**config.mk**
```make
export PLATFORM = sky130hd
export DESIGN_NAME = wmf_chain
export DESIGN_NICKNAME = d
export VERILOG_FILES = /design/src/rtl/assert_macros.svh /design/src/rtl/wmf_pkg.sv /design/src/rtl/wmf_cell.sv /design/src/rtl/wmf_chain.sv
export SDC_FILE = /design/constraint.sdc
export NUM_CORES = 2
export LEC_CHECK = 0
export ABC_CLOCK_PERIOD_IN_PS = 3300
export BUFFER_PORTS_ARGS = -buffer_cell sky130_fd_sc_hd__buf_2
export CAP_MARGIN = 30
export CORE_MARGIN = 2
export CORE_UTILIZATION = 45
export CTS_CLUSTER_DIAMETER = 40
export DETAILED_ROUTE_END_ITERATION = 10
export PLACE_DENSITY = 0.57
export SETUP_SLACK_MARGIN = 0.02
export SYNTH_ARGS = -nofsm -noshare
export SYNTH_HDL_FRONTEND = slang
export SYNTH_SLANG_ARGS = --single-unit
```
**constraint.sdc**
```tcl
create_clock -name clk -period 3.3 [get_ports clk]
set_input_delay 0.66 -clock clk [delete_from_list [all_inputs] [get_ports clk]]
set_output_delay 0.66 -clock clk [all_outputs]
set_load 0.02 [all_outputs]
```
**src/rtl/assert_macros.svh**
```systemverilog
// Assertion helpers for the window mode filter.
`ifndef ASSERT_MACROS_SVH
`define ASSERT_MACROS_SVH

// Same-cycle implication, disabled during reset.
`define WMF_ASSERT_NOW(lbl, ante, cons) \
  lbl: assert property (@(posedge clk) disable iff (!rst_n) (ante) |-> (cons)) \
    else $error("assertion failed: lbl");

// Next-cycle implication, disabled during reset.
`define WMF_ASSERT_NEXT(lbl, ante, cons) \
  lbl: assert property (@(posedge clk) disable iff (!rst_n) (ante) |=> (cons)) \
    else $error("assertion failed: lbl");

`endif

```
**src/rtl/wmf_pkg.sv**
```systemverilog
// ----------------------------------------------------------------------------
// wmf_pkg: shared types and constants of the window mode filter
// Token carried along the counting chain, controller states, defaults.
// ----------------------------------------------------------------------------
package wmf_pkg;

  localparam int DEF_MAX_WIDTH  = 1024;
  localparam int DEF_MAX_RADIUS = 3;
  localparam int PIXEL_BITS     = 8;
  // Enough for a full window at the largest supported radius.
  localparam int CNT_BITS       = 6;

  localparam int CFG_BITS = 16;
  localparam logic [1:0] REG_IMG_WIDTH     = 2'd0;
  localparam logic [1:0] REG_IMG_HEIGHT    = 2'd1;
  localparam logic [1:0] REG_WINDOW_RADIUS = 2'd2;

  localparam int  RST_WIDTH  = 512;
  localparam int  RST_HEIGHT = 512;
  localparam int  RST_RADIUS = 1;

  typedef struct packed {
    logic                  vld;
    logic                  scan;
    logic [PIXEL_BITS-1:0] pix;
    logic [CNT_BITS-1:0]   best_cnt;
    logic [PIXEL_BITS-1:0] best_val;
  } wmf_tok_t;

  typedef enum logic [2:0] {
    ST_IDLE,
    ST_CHECK,
    ST_WALK,
    ST_LAST,
    ST_DRAIN,
    ST_HOLD
  } wmf_state_t;

endpackage

```
**src/rtl/wmf_cell.sv**
```systemverilog
// ----------------------------------------------------------------------------
// wmf_cell: one histogram cell of the counting chain
// Holds one distinct intensity and its count. Pixel tokens are absorbed by a
// matching or empty cell; a scan token picks up the best entry and clears it.
// ----------------------------------------------------------------------------
module wmf_cell import wmf_pkg::*; (
  input  logic     clk,
  input  logic     rst_n,
  input  wmf_tok_t tok_in,
  output wmf_tok_t tok_out
);

  logic                  occ_r, occ_nxt;
  logic [PIXEL_BITS-1:0] val_r, val_nxt;
  logic [CNT_BITS-1:0]   cnt_r, cnt_nxt;
  wmf_tok_t              tok_r, tok_nxt;

  always_comb begin
    occ_nxt = occ_r;
    val_nxt = val_r;
    cnt_nxt = cnt_r;
    tok_nxt = tok_in;
    if (tok_in.vld && !tok_in.scan) begin
      if (occ_r && val_r == tok_in.pix) begin
        cnt_nxt     = cnt_r + CNT_BITS'(1);
        tok_nxt.vld = 1'b0;
      end else if (!occ_r) begin
        occ_nxt     = 1'b1;
        val_nxt     = tok_in.pix;
        cnt_nxt     = CNT_BITS'(1);
        tok_nxt.vld = 1'b0;
      end
    end else if (tok_in.vld && tok_in.scan) begin
      // Higher count wins; on equal counts the higher intensity wins.
      if (occ_r && (cnt_r > tok_in.best_cnt ||
                    (cnt_r == tok_in.best_cnt && val_r > tok_in.best_val))) begin
        tok_nxt.best_cnt = cnt_r;
        tok_nxt.best_val = val_r;
      end
      occ_nxt = 1'b0;
    end
  end

  always_ff @(posedge clk) begin
    if (!rst_n) begin
      occ_r     <= 1'b0;
      tok_r.vld <= 1'b0;
    end else begin
      occ_r     <= occ_nxt;
      tok_r.vld <= tok_nxt.vld;
    end
    val_r         <= val_nxt;
    cnt_r         <= cnt_nxt;
    tok_r.scan     <= tok_nxt.scan;
    tok_r.pix      <= tok_nxt.pix;
    tok_r.best_cnt <= tok_nxt.best_cnt;
    tok_r.best_val <= tok_nxt.best_val;
  end

  assign tok_out = tok_r;

endmodule

```
**src/rtl/wmf_chain.sv**
```systemverilog
// ----------------------------------------------------------------------------
// wmf_chain: row of histogram cells
// Tokens move one cell per cycle; the scan token leaves the tail with the mode.
// ----------------------------------------------------------------------------
module wmf_chain import wmf_pkg::*; #(
  parameter int NCELL = 49
) (
  input  logic     clk,
  input  logic     rst_n,
  input  wmf_tok_t head,
  output wmf_tok_t tail
);

  wmf_tok_t link [NCELL+1];

  assign link[0] = head;

  for (genvar i = 0; i < NCELL; i++) begin : g_cell
    wmf_cell u_cell (
      .clk    (clk),
      .rst_n  (rst_n),
      .tok_in (link[i]),
      .tok_out(link[i+1])
    );
  end

  assign tail = link[NCELL];

endmodule
```
==> metrics.log <==
[metrics] RSZ-0062 raised after global routing: no
[metrics] category of the most critical setup path: reg -> reg
[metrics] Worst Path Max Fanout: 8
[metrics] DRC violations left: 0
[metrics] DR pass1 iterations: 5
[metrics] post-synthesis to final-layout area growth: 16.79%
[metrics] total negative slack for setup checks: 0 ps
[metrics] via count: 48690
[metrics] clock root buffer master: sky130_fd_sc_hd__clkbuf_16
[metrics] number of synthesized flops with an enable pin: 686
[metrics] time the final worst path needs with I/O delays and setup: 2637 ps
[metrics] number of buffers between clock root and the deepest sink: 4
[metrics] Vert. Die Dim: 434.8 microns
[metrics] class of the worst hold path: in -> reg
[metrics] fin nets: 8020
[metrics] dominant cells by area after synthesis: sky130_fd_sc_hd__dfxtp_1 (29%), sky130_fd_sc_hd__edfxtp_1 (25%), sky130_fd_sc_hd__ha_1 (11%)
[metrics] Antenna Cells: 0
[metrics] primary flip-flop cell chosen by synthesis mapping: sky130_fd_sc_hd__dfxtp_1
[metrics] clock-pin transition on the worst setup and hold timing paths: 50 ps
[metrics] leak pwr: 39.41 nW
[metrics] count of final max-slew check failures: 0
[metrics] delay contributed by the slowest stage of the critical path: 570 ps
[metrics] Fin Clk Skew: 57.88 ps
[metrics] number of buffers inserted during clock tree synthesis: 307
[metrics] final critical-path share of the clock period: 79.89%
[metrics] starting density of the core: 45.18%
[metrics] register cell area after layout: 0.04512 sq mm
[metrics] # H-tree levels: 5
[metrics] DRT antenna net count: 0
[metrics] sequential-to-total area share from yosys stat: 54.03%
[metrics] syn avg cell area: 12.23 sq um
[metrics] global-route usage over all layers: 16.73%
[metrics] proportion of register bits with asynchronous set or reset after synthesis: 0%
[metrics] actual transition at the worst max-transition pin: 656.0 ps
[metrics] Peak VDD IR: 0.4489 mV
[metrics] utilization after layout: 52.77%
[metrics] final RePlAce weighted congestion: 0.8027
[metrics] clock sink count: 1911
[metrics] distinct cell type count after synthesis: 36
[metrics] detailed-placement wirelength estimate: 116.8 mm
[metrics] routed wire length per instance: 15.80 microns
[metrics] number of cells produced by synthesis: 6830
[metrics] final-report hold violation count: 0
[metrics] critical path launch point type: flop
[metrics] detailed-route vias per instance: 4.883
[metrics] total of fill cells in the finished design: 15736
[metrics] maximum number of pins on one net before global-route repair: 55
[metrics] power per cell area: 610.2 mW/mm^2
[metrics] layout cell share with drive strength beyond 1: 16.27%
[metrics] antenna violations before repair: 0
[metrics] Yosys warning count: 0
[metrics] crit path capture type: flop
[metrics] global-route wire length before repair: 262.7 mm
[metrics] die outline width: 434.8 microns
[metrics] via count of the first global-routing pass: 50934
[metrics] total of max-cap violations: 0
[metrics] number of placed I/O pins: 50
[metrics] Net Count, Synth: 7591
[metrics] CP arrival: 3410 ps
[metrics] final routed wirelength across all metal layers: 157.6 mm
[metrics] clock tree from TritonCTS: done
[metrics] cell types with the highest counts after synthesis: sky130_fd_sc_hd__dfxtp_1 (1225), sky130_fd_sc_hd__inv_1 (736), sky130_fd_sc_hd__ha_1 (735)
[metrics] most numerous cell in the Yosys netlist: sky130_fd_sc_hd__dfxtp_1
[metrics] final setup violation count: 0
[metrics] core footprint: 0.1848 sq mm
[metrics] maximum achievable frequency: 0.3793 GHz
[metrics] Port-buffer cells: 49
[metrics] register bit total from synthesis: 1911
[metrics] Slowest cell on crit path: sky130_fd_sc_hd__a211oi_2
[metrics] Rows: 158
[metrics] summed instance area of the synthesized netlist: 0.08352 sq mm
[metrics] Worst slew margin: 56.10%
[metrics] cells traversed along the worst timing path: ha_1 > nand2_1 > o21ai_0 > o21ai_1 > a211oi_2 > buf_4 > mux2_1
[metrics] Skew-Pair Late Insertion Delay: 900 ps
[metrics] run status: finished, final reports clean
[metrics] fraction of synthesized cell area taken by the top area cell type: 29.36%
[metrics] total area of multi-input combinational cells: 0.03504 sq mm
[metrics] final global-route overflow total: 0
[metrics] endpoint required time on the critical path: 4070 ps
[metrics] area of the die: 0.1891 sq mm
[metrics] iteration-0 DRC count of the detailed router: 1967
[metrics] Post CTS Setup Buffer Count: 0
[metrics] largest area contributor in the synthesized netlist: sky130_fd_sc_hd__dfxtp_1
[logic make-up after synthesis]
logic type / Yosys count / synth area share, %
flip-flops: 1911 / 54.03
AND/OR/NAND/NOR: 1455 / 8.767
buffers and inverters: 796 / 4.018
adder cells (fa/ha/maj): 735 / 11.01
multiplexers: 686 / 10.19
AO/OA/AOI/OAI: 659 / 5.816
XOR/XNOR: 588 / 6.166
[worst max-delay path: cells and delay by family (launching register included)]
kind | cells | cell delay [ps]
compound gates | 3 | 1060
flops | 1 | 420
fa+ha+maj | 1 | 340
mux | 1 | 340
buf+inv | 1 | 290
simple gates | 1 | 60
[power breakdown]
| part | internal (W) | total [W] | switching (W) |
|---|---|---|---|
| Combinational | 0.00123 | 0.00235 | 0.00112 |
| Sequential | 0.0252 | 0.0259 | 0.000676 |
| Clock | 0.0201 | 0.0313 | 0.0112 |
| Total | 0.0465 | 0.0595 | 0.0130 |
[final timing paths]
check / start / end / slack [ps] / cells after the start
worst min-delay path: rst_n / g_cell[20].u_cell.tok_out[23]$_SDFF_PN0_ / 260 / 4
worst min register to register: g_cell[43].u_cell.tok_out[17]$_DFF_P_ / g_cell[44].u_cell.tok_out[17]$_DFF_P_ / 340 / 0
worst max register to register: g_cell[1].u_cell.val_r[7]$_DFFE_PP_ / g_cell[1].u_cell.tok_out[7]$_DFF_P_ / 660 / 7
worst max-delay path: g_cell[1].u_cell.val_r[7]$_DFFE_PP_ / g_cell[1].u_cell.tok_out[7]$_DFF_P_ / 660 / 7
[final cells by class]
type	instances	area share, %
Clock buffer	379	8.651
Clock inverter	163	1.798
Inverter	736	2.832
Multi-Input combinational cell	4123	35.92
Sequential cell	1911	46.26
Tap cell	2480	3.181
Timing Repair Buffer	180	1.353
[cells in the final DEF, fill, tap and decap left out, types with 71 or more instances in the layout]
cell	netlist	layout
sky130_fd_sc_hd__a21oi_1	315	315
sky130_fd_sc_hd__and3_1	98	98
sky130_fd_sc_hd__buf_4	0	105
sky130_fd_sc_hd__clkbuf_16	0	319
sky130_fd_sc_hd__dfxtp_1	1225	1225
sky130_fd_sc_hd__edfxtp_1	686	686
sky130_fd_sc_hd__ha_1	735	735
sky130_fd_sc_hd__inv_1	736	736
sky130_fd_sc_hd__mux2_1	280	280
sky130_fd_sc_hd__mux2_2	196	196
sky130_fd_sc_hd__mux2_4	210	210
sky130_fd_sc_hd__nand2_1	244	244
sky130_fd_sc_hd__nand3_1	198	198
sky130_fd_sc_hd__nand4_1	244	244
sky130_fd_sc_hd__nor2_1	379	379
sky130_fd_sc_hd__o21ai_1	71	71
sky130_fd_sc_hd__xnor2_1	490	490
sky130_fd_sc_hd__xor2_1	98	98
[layer usage]
layer | up-vias | GRT usage [%] | wire [microns]
li1 | 24861 | - | -
met5 | - | 0 | 0
met2 | 564 | 27.83 | 73600
met1 | 22934 | 22.03 | 75030
met3 | 331 | 2.742 | 4765
met4 | 0 | 5.777 | 4196
[timing repair]
action                                 4_1_cts  5_1_grt
resized for setup                            0        0
endpoints found under the hold margin       33        0
hold buffers                                24        0
[through the flow]
step	cell area (sq um)	worst slack, ps	instances	hold WS [ps]	total power, W
floorplan	83520	985.7	6830	361.1	0.02790
global placement	87110	613.7	9406	368.1	0.02866
detailed placement	87110	593.1	9406	368.0	0.02871
CTS	97540	686.3	9972	175.1	0.06038
global route	97540	512.8	9972	228.8	0.06179
finish	97540	663.5	9972	258.4	0.05952
[state kept, by name, indices dropped and copies added (netlist names)]
| register | count |
|---|---|
| g_cell.u_cell.occ_r | 49 |
| g_cell.u_cell.tok_out | 1176 |
| g_cell.u_cell.val_r | 392 |
| g_cell.u_cell.cnt_r | 294 |
Note: power is estimated with default switching activity, not from simulation.
